### src/hdl/bmf_pkg.sv
// Shared constants and types for the 3x3 box mean filter.
// No dependencies; imported by bmf_position, bmf_window and box_mean_filter_3x3.
`default_nettype none

package bmf_pkg;

    localparam int PIX_W      = 8;   // pixel and mean width
    localparam int POS_W      = 10;  // reported row/column width
    localparam int CFG_W      = 11;  // frame size register width
    localparam int SIZE_MIN   = 3;   // smallest usable frame dimension
    localparam int SUM_W      = 12;  // nine 8-bit pixels
    localparam int DIV9_SHIFT = 16;
    localparam int MULT_W     = 13;
    localparam int PROD_W     = SUM_W + MULT_W;
    localparam int APB_ADDR_W = 3;
    localparam int APB_DATA_W = 32;

    // floor(s / 9) == (s * ceil(2^16 / 9)) >> 16 for every s below 2^15
    localparam logic [MULT_W-1:0] DIV9_MULT = 13'd7282;

    localparam logic [CFG_W-1:0] FRAME_SIZE_RESET = 11'd1024;

    typedef enum logic [0:0] {
        REG_FRAME_WIDTH  = 1'b0,
        REG_FRAME_HEIGHT = 1'b1
    } reg_idx_t;

endpackage

`default_nettype wire

### src/hdl/bmf_window.sv
// 3x3 window: keeps the two older columns and sums them with the incoming
// column. Uses bmf_pkg.
`default_nettype none

module bmf_window
    import bmf_pkg::*;
(
    input  wire logic             clk,
    input  wire logic             rst_n,
    input  wire logic             shift_en,
    input  wire logic [PIX_W-1:0] new_up,
    input  wire logic [PIX_W-1:0] new_mid,
    input  wire logic [PIX_W-1:0] new_low,
    output logic      [SUM_W-1:0] sum
);

    // win_reg[row][0] is the oldest kept column, [1] the newer
    logic [PIX_W-1:0] win_reg [3][2];
    logic [PIX_W-1:0] new_col [3];

    assign new_col[0] = new_up;
    assign new_col[1] = new_mid;
    assign new_col[2] = new_low;

    always_comb
    begin
        sum = '0;
        for (int k = 0; k < 3; k++)
        begin
            sum = sum + SUM_W'(win_reg[k][0]) + SUM_W'(win_reg[k][1]) + SUM_W'(new_col[k]);
        end
    end

    always_ff @(posedge clk or negedge rst_n)
    begin
        if (!rst_n)
        begin
            for (int k = 0; k < 3; k++)
            begin
                win_reg[k][0] <= '0;
                win_reg[k][1] <= '0;
            end
        end
        else if (shift_en)
        begin
            for (int k = 0; k < 3; k++)
            begin
                win_reg[k][0] <= win_reg[k][1];
                win_reg[k][1] <= new_col[k];
            end
        end
    end

endmodule

`default_nettype wire

### config.mk
export PLATFORM = sky130hd
export DESIGN_NAME = bmf_window
export DESIGN_NICKNAME = d
export VERILOG_FILES = /design/src/hdl/bmf_pkg.sv /design/src/hdl/bmf_window.sv
export SDC_FILE = /design/constraint.sdc
export NUM_CORES = 1
export LEC_CHECK = 0
export BUFFER_PORTS_ARGS = -buffer_cell sky130_fd_sc_hd__buf_4
export CORE_MARGIN = 5
export CORE_UTILIZATION = 45
export CTS_CLUSTER_DIAMETER = 200
export DETAILED_ROUTE_END_ITERATION = 10
export PLACE_DENSITY = 0.7
export SLEW_MARGIN = 20
export SYNTH_ARGS = -nofsm -noshare
export SYNTH_HDL_FRONTEND = slang
export SYNTH_SLANG_ARGS = --single-unit
### constraint.sdc
create_clock -name clk -period 4.9 [get_ports clk]
set_clock_uncertainty 0.1 [all_clocks]
set_input_delay 0 -clock clk [delete_from_list [all_inputs] [get_ports clk]]
set_output_delay 0 -clock clk [all_outputs]
set_load 0.01 [all_outputs]
==> impl_metrics.ini <==
[finish]
drive_above_1_share_pct = 29.24
antenna_cells = 0
area_delta_synth_final_pct = 20.68
fillers = 701
layout_common_cells = 78 x inv_1, 54 x fa_1, 48 x mux2_2, 48 x dfrtp_1, 38 x buf_4
mostFrequentLayoutCell = inv_1
regArea_um2 = 1201
multi_input_area_um2 = 2009
largest_reg_flops = 48
nNetsFinal = 435

[sta]
setup_viol = 0
slew_viol_final = 0
fin_crit_ns = 4.448
period_share_pct = 90.78
rsz0062_at_grt = no
max_freq_ghz = 0.2248
slew_headroom_pct = 59.57
setup-tns-final_ns = 0
worst_pin_slew_ns = 0.6064
final_hold_viol_count = 0

[floorplan]
start_util_pct = 45.96
dieWidth_um = 98.61
die_area_um2 = 9724
die-height_um = 98.61
core-area_um2 = 7687
io_pins = 39
rows = 32

[route]
dr.pass1.iters = 4
route.detailed.drc = 0
drt_iter0_markers = 29
vias_per_cell = 4.694
vias = 2084
routed_wl_mm = 5.494
drtAntennaViolNets = 0
routedWlPerCell_um = 12.37

[cts]
h-tree-depth = 2
numClockSinks = 48
cts_resized = 0
root_buffer = clkbuf_8
clock_latency_ns = 0.30
clk_pin_slew_ns = 0.09
cts_inserted_buffers = 5
cts_tree = yes
cts_buffer_depth = 2

[placed_design]
io_buffers = 38
dp.final_hpwl_mm = 4.443
gp_congestion = 0.8003

[setup_path]
critPathCaptureType = output port
required_ns = 4.80
r2r_slack_ns = 3.99
worstPathArrival_ns = 4.35
cp_max_fo = 2
critPathKind = input port to output port
crit_path_start_kind = input port

[yosys]
seq_area_frac_synth_pct = 33.99
yosys_warnings = 0
synth_seq_cells = 48
syn_area_per_cell_um2 = 12.80
syn-cell-area_um2 = 3533
synthCells = 276
ys_types = 27
syn-num-nets = 370

[global_route]
grt_pass1_vias = 2282
gr-usage-all-layers_pct = 12.32
antenna_found_initial = 0
grt_first_pass_wirelength_mm = 9.873
grt_start_max_net_pins = 49
grt-ovfl-total = 0

[run_status]
status = complete, no violations

[worst_hold_path]
hold_class = input port to async pin

[flow_run]
max-cap-violations = 0
cells in the mapped netlist:
| library cell | number | area [µm²] |
|---|---|---|
| inv_1 | 78 | 292.8 |
| fa_1 | 54 | 1081 |
| dfrtp_1 | 48 | 1201 |
| mux2_2 | 48 | 540.5 |
| ha_1 | 13 | 162.7 |
| xnor2_1 | 4 | 35.03 |
| buf_2 | 3 | 15.01 |
| a21o_1 | 2 | 15.01 |
| a21oi_1 | 2 | 10.01 |
| a21oi_2 | 2 | 17.52 |
| buf_4 | 2 | 15.01 |
| nand2_1 | 2 | 7.510 |
| nand4_1 | 2 | 12.51 |
| o21a_1 | 2 | 15.01 |
| xor2_1 | 2 | 17.52 |
| a21o_2 | 1 | 8.760 |
| a311oi_2 | 1 | 15.01 |
| a31oi_1 | 1 | 6.260 |
| and2_1 | 1 | 6.260 |
| and2b_1 | 1 | 7.510 |
| and3_1 | 1 | 6.260 |
| nand3b_1 | 1 | 7.510 |
| nor2_1 | 1 | 3.750 |
| nor3_1 | 1 | 5.000 |
| o211ai_1 | 1 | 7.510 |
| o221ai_2 | 1 | 15.01 |
| or2_2 | 1 | 6.260 |
per-layer routing:
layer  global-route usage, %  vias to the layer above  routed length [µm]
li1                        -                      972                   -
met1                   15.13                     1072                2230
met2                   22.36                       36                3029
met3                   2.406                        4                 179
met4                   2.941                        0                  55
met5                       0                        -                   0
worst paths after layout:
| path | to | depth (start not counted) | startpoint |
|---|---|---|---|
| worst max-delay path | sum[10] | 18 | new_up[2] |
| worst max register to register | win_reg[38] | 1 | win_reg[38] |
| worst min-delay path | win_reg[17] | 2 | rst_n |
| max in group asynchronous | win_reg[7] | 2 | rst_n |
| worst min register to register | win_reg[47] | 1 | win_reg[47] |
| min in group clk | win_reg[6] | 2 | shift_en |
layout make-up:
class,instances,area share [%]
sequential,48,28.17
tap,102,2.993
inverter,78,6.866
clock inverter,2,0.3521
timing repair buffer,63,12.56
clock buffer,6,1.937
multi-input combinational,145,47.12
worst max-delay path, cell delays in order:
cell and delay (ns):
dlygate4sd3_1 0.53, buf_4 0.11, inv_1 0.05, fa_1 0.53, inv_1 0.06, fa_1 0.50
fa_1 0.55, inv_1 0.05, fa_1 0.46, inv_1 0.07, ha_1 0.16, inv_1 0.05
fa_1 0.39, and2b_1 0.24, o211ai_1 0.12, a31oi_1 0.19, xor2_1 0.16, buf_4 0.14
logic make-up after synthesis:
kind of cell	Yosys count	synth area share (%)
buffers and inverters	83	9.136
adder cells (fa/ha/maj)	67	35.20
multiplexers	48	15.30
flip-flops	48	33.99
AO/OA/AOI/OAI	13	3.116
AND/OR/NAND/NOR	11	1.771
XOR/XNOR	6	1.487
through the flow:
step	hold slack (ns)	instance area (µm²)	setup WS (ns)	utilization, %	std cells
2_1_floorplan	-0.3956	3533	1.039	-	276
3_3_place_gp	-0.03893	3916	0.8694	50.94	411
3_5_place_dp	-0.03941	3916	0.8240	50.94	411
4_1_cts	0.1920	4264	0.4217	55.47	444
5_1_grt	0.2202	4264	0.2649	55.47	444
6_report	0.1487	4264	0.4517	55.47	444
what timing repair did:
action | CTS | global route
endpoints found under the hold margin | 72 | 0
hold buffers | 25 | 0
buffers inserted | 0 | 0
Power is not shown: default switching activity piles up to over one toggle a cycle in this logic, so the estimate is an artifact.
