<file path="src/hdl/bmf_pkg.sv">
// Shared constants and types for the 3x3 box mean filter.
// No dependencies; imported by bmf_position, bmf_window and box_mean_filter_3x3.
`default_nettype none

package bmf_pkg;

    localparam int PIX_W      = 8;   // pixel and mean width
    localparam int POS_W      = 10;  // reported row/column width
    localparam int CFG_W      = 11;  // frame size register width
    localparam int SIZE_MIN   = 3;   // smallest usable frame dimension
    localparam int SUM_W      = 12;  // nine 8-bit pixels
    localparam int DIV9_SHIFT = 16;
    localparam int MULT_W     = 13;
    localparam int PROD_W     = SUM_W + MULT_W;
    localparam int APB_ADDR_W = 3;
    localparam int APB_DATA_W = 32;

    // floor(s / 9) == (s * ceil(2^16 / 9)) >> 16 for every s below 2^15
    localparam logic [MULT_W-1:0] DIV9_MULT = 13'd7282;

    localparam logic [CFG_W-1:0] FRAME_SIZE_RESET = 11'd1024;

    typedef enum logic [0:0] {
        REG_FRAME_WIDTH  = 1'b0,
        REG_FRAME_HEIGHT = 1'b1
    } reg_idx_t;

endpackage

`default_nettype wire

</file>
<file path="src/hdl/bmf_position.sv">
// Raster position tracking: folds the stored position against the clamped
// frame size and advances it on each accepted pixel. Uses bmf_pkg.
`default_nettype none

module bmf_position
    import bmf_pkg::*;
#(
    parameter int MAX_WIDTH  = 1024,
    parameter int MAX_HEIGHT = 1024
) (
    input  wire logic                          clk,
    input  wire logic                          rst_n,
    input  wire logic                          accept,
    input  wire logic                          frame_start,
    input  wire logic [CFG_W-1:0]              frame_width,
    input  wire logic [CFG_W-1:0]              frame_height,
    output logic      [$clog2(MAX_WIDTH)-1:0]  col,
    output logic      [$clog2(MAX_HEIGHT)-1:0] row
);

    localparam int CW = $clog2(MAX_WIDTH);
    localparam int RW = $clog2(MAX_HEIGHT);
    localparam int SW = (CW + 1 > CFG_W) ? CW + 1 : CFG_W;
    localparam int SH = (RW + 1 > CFG_W) ? RW + 1 : CFG_W;

    logic [CW-1:0] col_position_reg, col_position_next;
    logic [RW-1:0] row_position_reg, row_position_next;

    logic [SW-1:0] width_ext, width_eff;
    logic [SH-1:0] height_ext, height_eff;
    logic [CW-1:0] col_start;
    logic [RW-1:0] row_start;
    logic [RW:0]   row_fold;
    logic [CW:0]   col_inc;
    logic [RW:0]   row_inc;

    // effective size: register clamped to SIZE_MIN..MAX
    always_comb
    begin
        width_ext  = SW'(frame_width);
        height_ext = SH'(frame_height);
        priority if (width_ext < SW'(SIZE_MIN))
            width_eff = SW'(SIZE_MIN);
        else if (width_ext > SW'(MAX_WIDTH))
            width_eff = SW'(MAX_WIDTH);
        else
            width_eff = width_ext;
        priority if (height_ext < SH'(SIZE_MIN))
            height_eff = SH'(SIZE_MIN);
        else if (height_ext > SH'(MAX_HEIGHT))
            height_eff = SH'(MAX_HEIGHT);
        else
            height_eff = height_ext;
    end

    // position of this pixel, folded in case the size shrank
    always_comb
    begin
        col_start = frame_start ? '0 : col_position_reg;
        row_start = frame_start ? '0 : row_position_reg;
        if (SW'(col_start) >= width_eff)
        begin
            col      = '0;
            row_fold = (RW + 1)'(row_start) + (RW + 1)'(1);
        end
        else
        begin
            col      = col_start;
            row_fold = (RW + 1)'(row_start);
        end
        row = (SH'(row_fold) >= height_eff) ? '0 : row_fold[RW-1:0];
    end

    // position of the following pixel
    always_comb
    begin
        col_inc = (CW + 1)'(col) + (CW + 1)'(1);
        row_inc = (RW + 1)'(row) + (RW + 1)'(1);
        if (SW'(col_inc) >= width_eff)
        begin
            col_position_next = '0;
            row_position_next = (SH'(row_inc) >= height_eff) ? '0 : row_inc[RW-1:0];
        end
        else
        begin
            col_position_next = col_inc[CW-1:0];
            row_position_next = row;
        end
    end

    always_ff @(posedge clk or negedge rst_n)
    begin
        if (!rst_n)
        begin
            col_position_reg <= '0;
            row_position_reg <= '0;
        end
        else if (accept)
        begin
            col_position_reg <= col_position_next;
            row_position_reg <= row_position_next;
        end
    end

endmodule

`default_nettype wire

</file>
<file path="config.mk">
export PLATFORM = sky130hd
export DESIGN_NAME = bmf_position
export DESIGN_NICKNAME = d
export VERILOG_FILES = /design/src/hdl/bmf_pkg.sv /design/src/hdl/bmf_position.sv
export SDC_FILE = /design/constraint.sdc
export NUM_CORES = 1
export LEC_CHECK = 0
export BUFFER_PORTS_ARGS = -buffer_cell sky130_fd_sc_hd__clkbuf_2
export CAP_MARGIN = 20
export CELL_PAD_IN_SITES_DETAIL_PLACEMENT = 1
export CELL_PAD_IN_SITES_GLOBAL_PLACEMENT = 1
export CORE_ASPECT_RATIO = 0.9
export CORE_MARGIN = 5
export CORE_UTILIZATION = 43
export CTS_CLUSTER_SIZE = 10
export DETAILED_ROUTE_END_ITERATION = 6
export PLACE_DENSITY_LB_ADDON = 0.05
export SLEW_MARGIN = 30
export SYNTH_ARGS = -nofsm -noshare
export SYNTH_HDL_FRONTEND = slang
export SYNTH_SLANG_ARGS = --single-unit
</file>
<file path="constraint.sdc">
create_clock -name clk -period 9.2 [get_ports clk]
set_clock_uncertainty 0.05 [all_clocks]
set_input_delay 0.46 -clock clk [delete_from_list [all_inputs] [get_ports clk]]
set_output_delay 0.46 -clock clk [all_outputs]
set_load 0.05 [all_outputs]
</file>
==> results of run 1 <==
-- metal layers --
metal / wire [microns] / up-vias
li1: - / 1482
met1: 4668 / 1403
met2: 4149 / 53
met3: 422 / 6
met4: 50 / 0
met5: 0 / -
-- cell families (layout without fill, tap and decap cells) --
logic type,Yosys count,after routing,synth area share [%]
multiplexers,5,5,1.790
AND/OR/NAND/NOR,170,170,29.54
XOR/XNOR,18,18,5.371
AO/OA/AOI/OAI,88,88,21.70
flip-flops,20,20,17.05
adder cells (fa/ha/maj),46,46,19.61
buffers and inverters,37,75,4.945
-- cells in the final DEF, fill, tap and decap left out, types with 3 or more instances in the layout --
cell / count
mux2i_1: 3
a22o_1: 6
or3_1: 8
o21ai_0: 21
xnor2_1: 14
a211oi_1: 4
a31oi_1: 3
and2_1: 8
nor3_1: 10
clkbuf_8: 3
a21o_1: 9
a21oi_1: 13
xor2_1: 4
and3_1: 3
buf_4: 3
nand3_1: 24
nor4_1: 6
nor2b_1: 12
nand2b_1: 9
inv_1: 21
dfrtp_1: 20
o31ai_1: 3
ha_1: 46
nand4_1: 4
nor2_1: 36
a221oi_1: 4
nand2_1: 40
clkbuf_2: 45
-- critical path, delay by kind of cell --
| family | cells | cell delay, ns |
|---|---|---|
| AOI/OAI and AO/OA | 11 | 2.80 |
| adders and majority gates | 4 | 1.18 |
| and+or+nand+nor | 8 | 2.58 |
| buffers and inverters | 5 | 1.11 |
| xor gates and xnor gates | 1 | 0.30 |
-- power breakdown --
part           total (W)  leakage, nW  switching (W)  internal, W
combinational   0.000163         1.32       0.000107    0.0000566
sequential      0.000107        0.262      0.0000101    0.0000965
clock          0.0000595       0.0216      0.0000303    0.0000292
-- area by class of cell --
type	instances	area share [%]
Sequential cell	20	15.24
Tap cell	90	3.430
Multi-Input combinational cell	327	69.74
Clock buffer	3	1.258
Timing Repair Buffer	49	7.698
Inverter	23	2.630
-- final timing paths --
kind,slack [ns],from,to,depth (start not counted)
worst max-delay path,0.90,frame_start,row_position_reg[9],29
worst min-delay path,0.12,rst_n,col_position_reg[8],1
worst max register to register,1.28,col_position_reg[9],row_position_reg[9],27
worst min register to register,0.51,col_position_reg[4],col_position_reg[4],2
max in group asynchronous,8.60,rst_n,row_position_reg[2],1
min in group clk,0.51,col_position_reg[4],col_position_reg[4],2
-- through the flow --
step	area [sq um]	power [W]	instances
finish	3283	0.0003295	512
global route	3283	0.0003578	512
CTS	3278	0.0003317	511
detailed placement	3237	0.0002712	508
global placement	3237	0.0002665	508
floorplan	2935	0.0002232	384
==> impl_metrics.py, run 1 <==
metrics = {
    "outcome": {
        "status": "completed",
    },
    "timing": {
        "whs_ns": 0.1197,
        "setup_violations": 0,
        "worst_slack_ns": 0.8982,
        "slew_violations": 0,
        "clock.fmax_mhz": 120.5,
        "fin_crit_sh_pct": 90.24,
        "hold_violations": 0,
        "relSlewSlack_pct": 34.07,
        "tightest_slew_ns": 0.9830,
        "tns_ns": 0,
        "fin_crit_ns": 8.302,
        "rsz0062_at_grt": "false",
    },
    "clocking": {
        "h-tree-depth": 1,
        "path_clk_slew_ns": 0.08,
        "clock_path_buffers": 2,
        "cts_tree": "yes",
        "cts_hold_buf": 0,
        "ctsResizeCount": 0,
        "numCtsBuffers": 3,
        "worstSkewPairLatency_ns": 0.26,
        "cts-root-buf": "clkbuf_8",
        "cts.sinks": 20,
        "cts_setup_buffers": 0,
    },
    "setup_path": {
        "crit_slowest_cell": "nor2b_1",
        "cp_slowest_stage_delay_ns": 0.59,
        "cp_common_cell": "ha_1",
        "path_class": "primary input to flop",
        "startpoint_type": "primary input",
        "cp.arrival_ns": 8.44,
        "worstPathRequired_ns": 9.34,
        "crit_path_max_fanout": 31,
        "end_kind": "flop",
    },
    "placed_design": {
        "hpwl_microns": 7741,
        "io_buffers": 45,
        "pre_cts_ws_ns": 0.6728,
        "place.gp.congestion": 0.8372,
    },
    "global_route": {
        "antenna_found_initial": 0,
        "grt_use_met1_pct": 31.49,
        "grt_pass1_vias": 3116,
        "overflow": 0,
        "grt_pass1_wl_microns": 15770,
        "grt.busiest_layer": "met2",
        "grt_use_met2_pct": 38.97,
        "grt_max_degree": 32,
        "use_met3_pct": 3.783,
        "grt_use_total_pct": 22.75,
    },
    "yosys": {
        "synthCells": 384,
        "yosysTopAreaCell": "ha_1",
        "ys_seq_area_share_pct": 17.05,
        "synth.distinct_cells": 58,
        "async_flop_share_pct": 100.0,
        "yosysWarnings": 0,
        "synth_area_per_cell_sq_um": 7.644,
        "ys.flop_type": "dfrtp_1",
        "synthTopCellsByCount": "46 x ha_1, 40 x nand2_1, 36 x nor2_1, 24 x nand3_1",
        "synthesis.area_sq_um": 2935,
        "synth_seq_cells": 20,
        "synth_fp_nets": 456,
        "synth_top_area_share_pct": 19.61,
        "synth.area.top_cells": "ha_1 20%, dfrtp_1 17%, nand2_1 5.1%, nor2_1 4.6%, xnor2_1 4.2%",
        "synth.most_common_cell": "ha_1",
        "synth_edf_count": 0,
    },
    "drt": {
        "vias": 2944,
        "firstDrtPassIters": 4,
        "ant_nets": 0,
        "drt_iter0_drc": 110,
        "viasPerCell": 5.750,
        "wire_per_inst_microns": 18.14,
        "drc": 0,
        "wirelength_microns": 9290,
    },
    "hold_path": {
        "min_path_type": "primary input to asynchronous set/reset pin",
    },
    "floorplanning": {
        "ioPinCount": 46,
        "fp.dieArea_sq_um": 8581,
        "core-area_sq_um": 6621,
        "start_util_pct": 44.33,
        "fp.dieH_microns": 88.38,
        "fp-row-count": 28,
        "die_w_microns": 97.09,
    },
    "power": {
        "p_per_area_nw_per_um2": 100.4,
        "leakage_nw": 1.602,
        "irDropWorstVdd_uv": 59.42,
    },
    "flow_run": {
        "cap_violations": 0,
    },
    "layout": {
        "synthToLayoutAreaGrowth_pct": 11.85,
        "layout-drive-gt1-share_pct": 14.93,
        "utilization_pct": 49.58,
        "n_antenna_cell": 0,
        "multi_input_area_sq_um": 2290,
        "num-nets-final": 496,
        "regArea_sq_um": 500.5,
        "n_fill_cell": 840,
    },
}
No activity file was read; power rests on OpenSTA's default activity.
==> inputs of run 2 (changes only) <==
CORE_UTILIZATION = 35   (was 43)
==> impl_metrics.py, run 2 (synthesis gave the netlist of run 1 again) <==
metrics = {
    "power": {
        "irDropWorstVdd_uv": 59.67,
        "p_per_area_nw_per_um2": 99.51,
        "leakage_nw": 1.607,
    },
    "clocking": {
        "numCtsBuffers": 3,
        "h-tree-depth": 1,
        "clock_path_buffers": 2,
        "cts_hold_buf": 0,
        "cts_tree": "yes",
        "path_clk_slew_ns": 0.08,
        "ctsResizeCount": 0,
        "cts.sinks": 20,
        "cts_setup_buffers": 0,
        "worstSkewPairLatency_ns": 0.26,
        "cts-root-buf": "clkbuf_8",
    },
    "floorplanning": {
        "core-area_sq_um": 8107,
        "fp-row-count": 31,
        "ioPinCount": 46,
        "fp.dieH_microns": 96.88,
        "die_w_microns": 106.5,
        "fp.dieArea_sq_um": 10320,
        "start_util_pct": 36.21,
    },
    "setup_path": {
        "crit_path_max_fanout": 31,
        "cp_common_cell": "ha_1",
        "r2r_start": "col_position_reg[9]",
        "timing.rr.end": "row_position_reg[9]",
        "end_kind": "flop",
        "crit_slowest_cell": "nor2b_1",
        "r2r_cells": 26,
        "crit_start": "frame_start",
        "cp_slowest_stage_delay_ns": 0.59,
        "r2r_slack_ns": 1.33,
        "cp.arrival_ns": 8.37,
        "cp_num_buf_inv": 4,
        "worstPathRequired_ns": 9.34,
        "critPathCapture": "row_position_reg[9]",
        "startpoint_type": "primary input",
        "cp.depth": 28,
        "cp_top_family": "compound AO/OA/AOI/OAI gates",
        "path_class": "primary input to flop",
    },
    "placed_design": {
        "pre_cts_ws_ns": 0.7332,
        "hpwl_microns": 7763,
        "place.gp.congestion": 0.8581,
        "io_buffers": 45,
    },
    "layout": {
        "n_antenna_cell": 0,
        "layout_common_cells": "46 x ha_1, 45 x clkbuf_2, 40 x nand2_1, 36 x nor2_1, 24 x nand3_1",
        "synthToLayoutAreaGrowth_pct": 12.57,
        "layout-drive-gt1-share_pct": 15.13,
        "final_common_cell": "ha_1",
        "num-nets-final": 497,
        "n_fill_cell": 1029,
        "utilization_pct": 40.76,
    },
    "global_route": {
        "grt_use_total_pct": 18.37,
        "grt_pass1_wl_microns": 15440,
        "grt_max_degree": 32,
        "antenna_found_initial": 0,
        "overflow": 0,
        "grt_pass1_vias": 2945,
    },
    "drt": {
        "vias": 2926,
        "wire_per_inst_microns": 18.01,
        "viasPerCell": 5.605,
        "firstDrtPassIters": 4,
        "ant_nets": 0,
        "wirelength_microns": 9399,
        "drc": 0,
        "drt_iter0_drc": 78,
    },
    "timing": {
        "rsz0062_at_grt": "false",
        "hold_violations": 0,
        "tns_ns": 0,
        "clock.fmax_mhz": 121.5,
        "relSlewSlack_pct": 46.47,
        "slew_violations": 0,
        "fin_crit_ns": 8.233,
        "setup_violations": 0,
        "tightest_slew_ns": 0.7968,
        "worst_slack_ns": 0.9672,
        "fin_crit_sh_pct": 89.49,
    },
    "flow_run": {
        "cap_violations": 0,
    },
    "hold_path": {
        "min_path_type": "primary input to asynchronous set/reset pin",
    },
    "outcome": {
        "status": "completed",
    },
}
-- run 2: cell count changes in the layout (fill, tap and decap cells not counted), sizes merged --
cell	previous run	this run
buf	4	5
-- run 2: layer usage --
metal	routed length, microns	up-vias	share of wire, %	GRT usage, %
li1	-	1486	-	-
met1	5032	1401	54	28.74
met2	4040	37	43	27.72
met3	303	2	3.2	2.330
met4	23	0	0.24	1.475
met5	0	-	0	0
-- run 2: layout make-up --
class | instances | area, sq um | share of cell area [%]
Clock buffer | 3 | 41.29 | 1.250
Inverter | 23 | 86.33 | 2.613
Multi-Input combinational cell | 327 | 2290 | 69.29
Sequential cell | 20 | 500.5 | 15.15
Tap cell | 99 | 123.9 | 3.749
Timing Repair Buffer | 50 | 262.8 | 7.952
-- run 2: stage by stage --
stage          area [sq um]  total power, W  hold slack (ns)  instances
2_1_floorplan          2935       0.0002232           0.1144        384
3_3_place_gp           3256       0.0002690           0.4272        518
3_5_place_dp           3256       0.0002713           0.4317        518
4_1_cts                3297       0.0003329           0.1404        521
5_1_grt                3304       0.0003578           0.1582        522
6_report               3304       0.0003288           0.1199        522
-- run 2: report_power, final --
part | internal, W | switching [W] | total (W)
registers | 0.0000965 | 0.0000108 | 0.000107
logic | 0.0000565 | 0.000106 | 0.000162
clock network | 0.0000292 | 0.0000302 | 0.0000594
total | 0.000182 | 0.000147 | 0.000329
-- run 2: how the worst min path moves through the flow --
| stage | start | end | depth (start not counted) |
|---|---|---|---|
| after floorplan | rst_n | col_position_reg[0] | 0 |
| after global placement | rst_n | col_position_reg[8] | 1 |
| after detailed placement | rst_n | col_position_reg[9] | 1 |
| after CTS | rst_n | col_position_reg[9] | 1 |
| after global routing | rst_n | col_position_reg[9] | 1 |
| final | rst_n | col_position_reg[8] | 1 |
==> inputs of run 3 (changes only) <==
CAP_MARGIN = not set   (was 20)
GPL_TIMING_DRIVEN = 0   (was not set)
REMOVE_ABC_BUFFERS = 1   (was not set)
==> impl_metrics.py, run 3 (synthesis gave the netlist of run 1 again) <==
metrics = {
    "outcome": {
        "status": "completed",
    },
    "placed_design": {
        "io_buffers": 45,
        "hpwl_microns": 7486,
        "place.gp.congestion": 0.7554,
    },
    "clocking": {
        "worstSkewPairLatency_ns": 0.27,
        "clock_path_buffers": 2,
        "cts_tree": "yes",
        "cts-root-buf": "clkbuf_8",
        "path_clk_slew_ns": 0.09,
        "h-tree-depth": 1,
        "numCtsBuffers": 3,
        "cts.sinks": 20,
        "cts_setup_buffers": 0,
    },
    "timing": {
        "relSlewSlack_pct": 50.06,
        "tns_ns": 0,
        "rsz0062_at_grt": "false",
        "tightest_slew_ns": 0.7433,
        "setup_violations": 0,
        "hold_violations": 0,
        "fin_crit_sh_pct": 89.91,
        "whs_ns": 0.1204,
        "slew_violations": 0,
        "fin_crit_ns": 8.271,
        "clock.fmax_mhz": 120.9,
    },
    "layout": {
        "regArea_sq_um": 500.5,
        "num-nets-final": 493,
        "synthToLayoutAreaGrowth_pct": 12.92,
        "n_fill_cell": 1013,
        "layout-drive-gt1-share_pct": 15.48,
        "multi_input_area_sq_um": 2316,
        "layout_common_cells": "46 x ha_1, 45 x clkbuf_2, 40 x nand2_1, 35 x nor2_1, 24 x nand3_1",
        "final_common_cell": "ha_1",
        "n_antenna_cell": 0,
    },
    "drt": {
        "firstDrtPassIters": 4,
        "wirelength_microns": 9032,
        "vias": 2893,
        "viasPerCell": 5.574,
        "wire_per_inst_microns": 17.40,
        "drc": 0,
        "ant_nets": 0,
        "drt_iter0_drc": 58,
    },
    "setup_path": {
        "crit_start": "frame_start",
        "cp.arrival_ns": 8.42,
        "crit_path_max_fanout": 31,
        "critPathCapture": "row_position_reg[9]",
        "worstPathRequired_ns": 9.35,
        "end_kind": "flop",
        "cp_common_cell": "ha_1",
        "r2r_cells": 27,
        "timing.rr.end": "row_position_reg[9]",
        "crit_slowest_cell": "a21oi_1",
        "cp_slowest_stage_delay_ns": 0.56,
        "startpoint_type": "primary input",
        "r2r_slack_ns": 1.38,
        "path_class": "primary input to flop",
        "r2r_start": "col_position_reg[6]",
    },
    "floorplanning": {
        "die_w_microns": 106.5,
        "fp.dieH_microns": 96.88,
        "start_util_pct": 36.21,
        "fp.dieArea_sq_um": 10320,
        "ioPinCount": 46,
        "core-area_sq_um": 8107,
        "fp-row-count": 31,
    },
    "power": {
        "irDropWorstVdd_uv": 62.18,
        "leakage_nw": 1.599,
        "fin_total_pwr_w": 0.0003404,
        "p_per_area_nw_per_um2": 102.7,
    },
    "global_route": {
        "grt_use_total_pct": 17.99,
        "grt_max_degree": 32,
        "grt_pass1_wl_microns": 15260,
        "antenna_found_initial": 0,
        "grt_pass1_vias": 2986,
        "overflow": 0,
    },
    "hold_path": {
        "min_path_type": "primary input to asynchronous set/reset pin",
    },
    "flow_run": {
        "cap_violations": 0,
    },
}
==> run 3: worst min path at each step <==
stage,end,slack [ns],cells past startpoint
finish,col_position_reg[8],0.12,1
global route,col_position_reg[8],0.15,1
CTS,col_position_reg[7],0.14,1
detailed placement,col_position_reg[7],0.44,1
global placement,col_position_reg[8],0.44,1
floorplan,col_position_reg[0],0.11,0
==> run 3: through the flow <==
| step | util [%] | std cells | setup slack (ns) | instance area, sq um |
|---|---|---|---|---|
| after floorplan | - | 370 | 1.510 | 2877 |
| after global placement | 39.79 | 514 | -0.1644 | 3226 |
| after detailed placement | 40.10 | 515 | 0.2025 | 3251 |
| after CTS | 40.78 | 519 | 0.4435 | 3306 |
| after global routing | 40.89 | 519 | 0.1126 | 3314 |
| final | 40.89 | 519 | 0.9285 | 3314 |
==> run 3: routing by layer <==
metal	global-route usage [%]	wire length, microns	vias up
met2	28.49	3909	32
met5	0	0	-
li1	-	-	1475
met1	26.98	4769	1384
met4	0.8850	17	0
met3	2.730	335	2
==> run 3: critical path, delay by kind of cell <==
kind	cells	cell delay [ns]
AOI/OAI and AO/OA	13	3.28
xor gates and xnor gates	1	0.25
adders and majority gates	4	1.13
buffers and inverters	4	0.95
muxes	1	0.33
and+or+nand+nor	6	1.99
==> run 3: where the power goes <==
group          total (W)  internal (W)  switching (W)
logic           0.000162     0.0000564       0.000106
registers       0.000107     0.0000965      0.0000103
clock network  0.0000713     0.0000382      0.0000331
==> run 3: final cells by class <==
class                      count  area share [%]
clock buffer                   4           1.661
inverter                      23           2.605
multi-input combinational    327           69.88
sequential                    20           15.10
tap                           99           3.737
timing repair buffer          46           7.022
==> run 3: repair_timing <==
item / in CTS / in global routing
hold buffers: 0 / 0
setup endpoints to repair: 0 / 8
resized for setup: 0 / 3
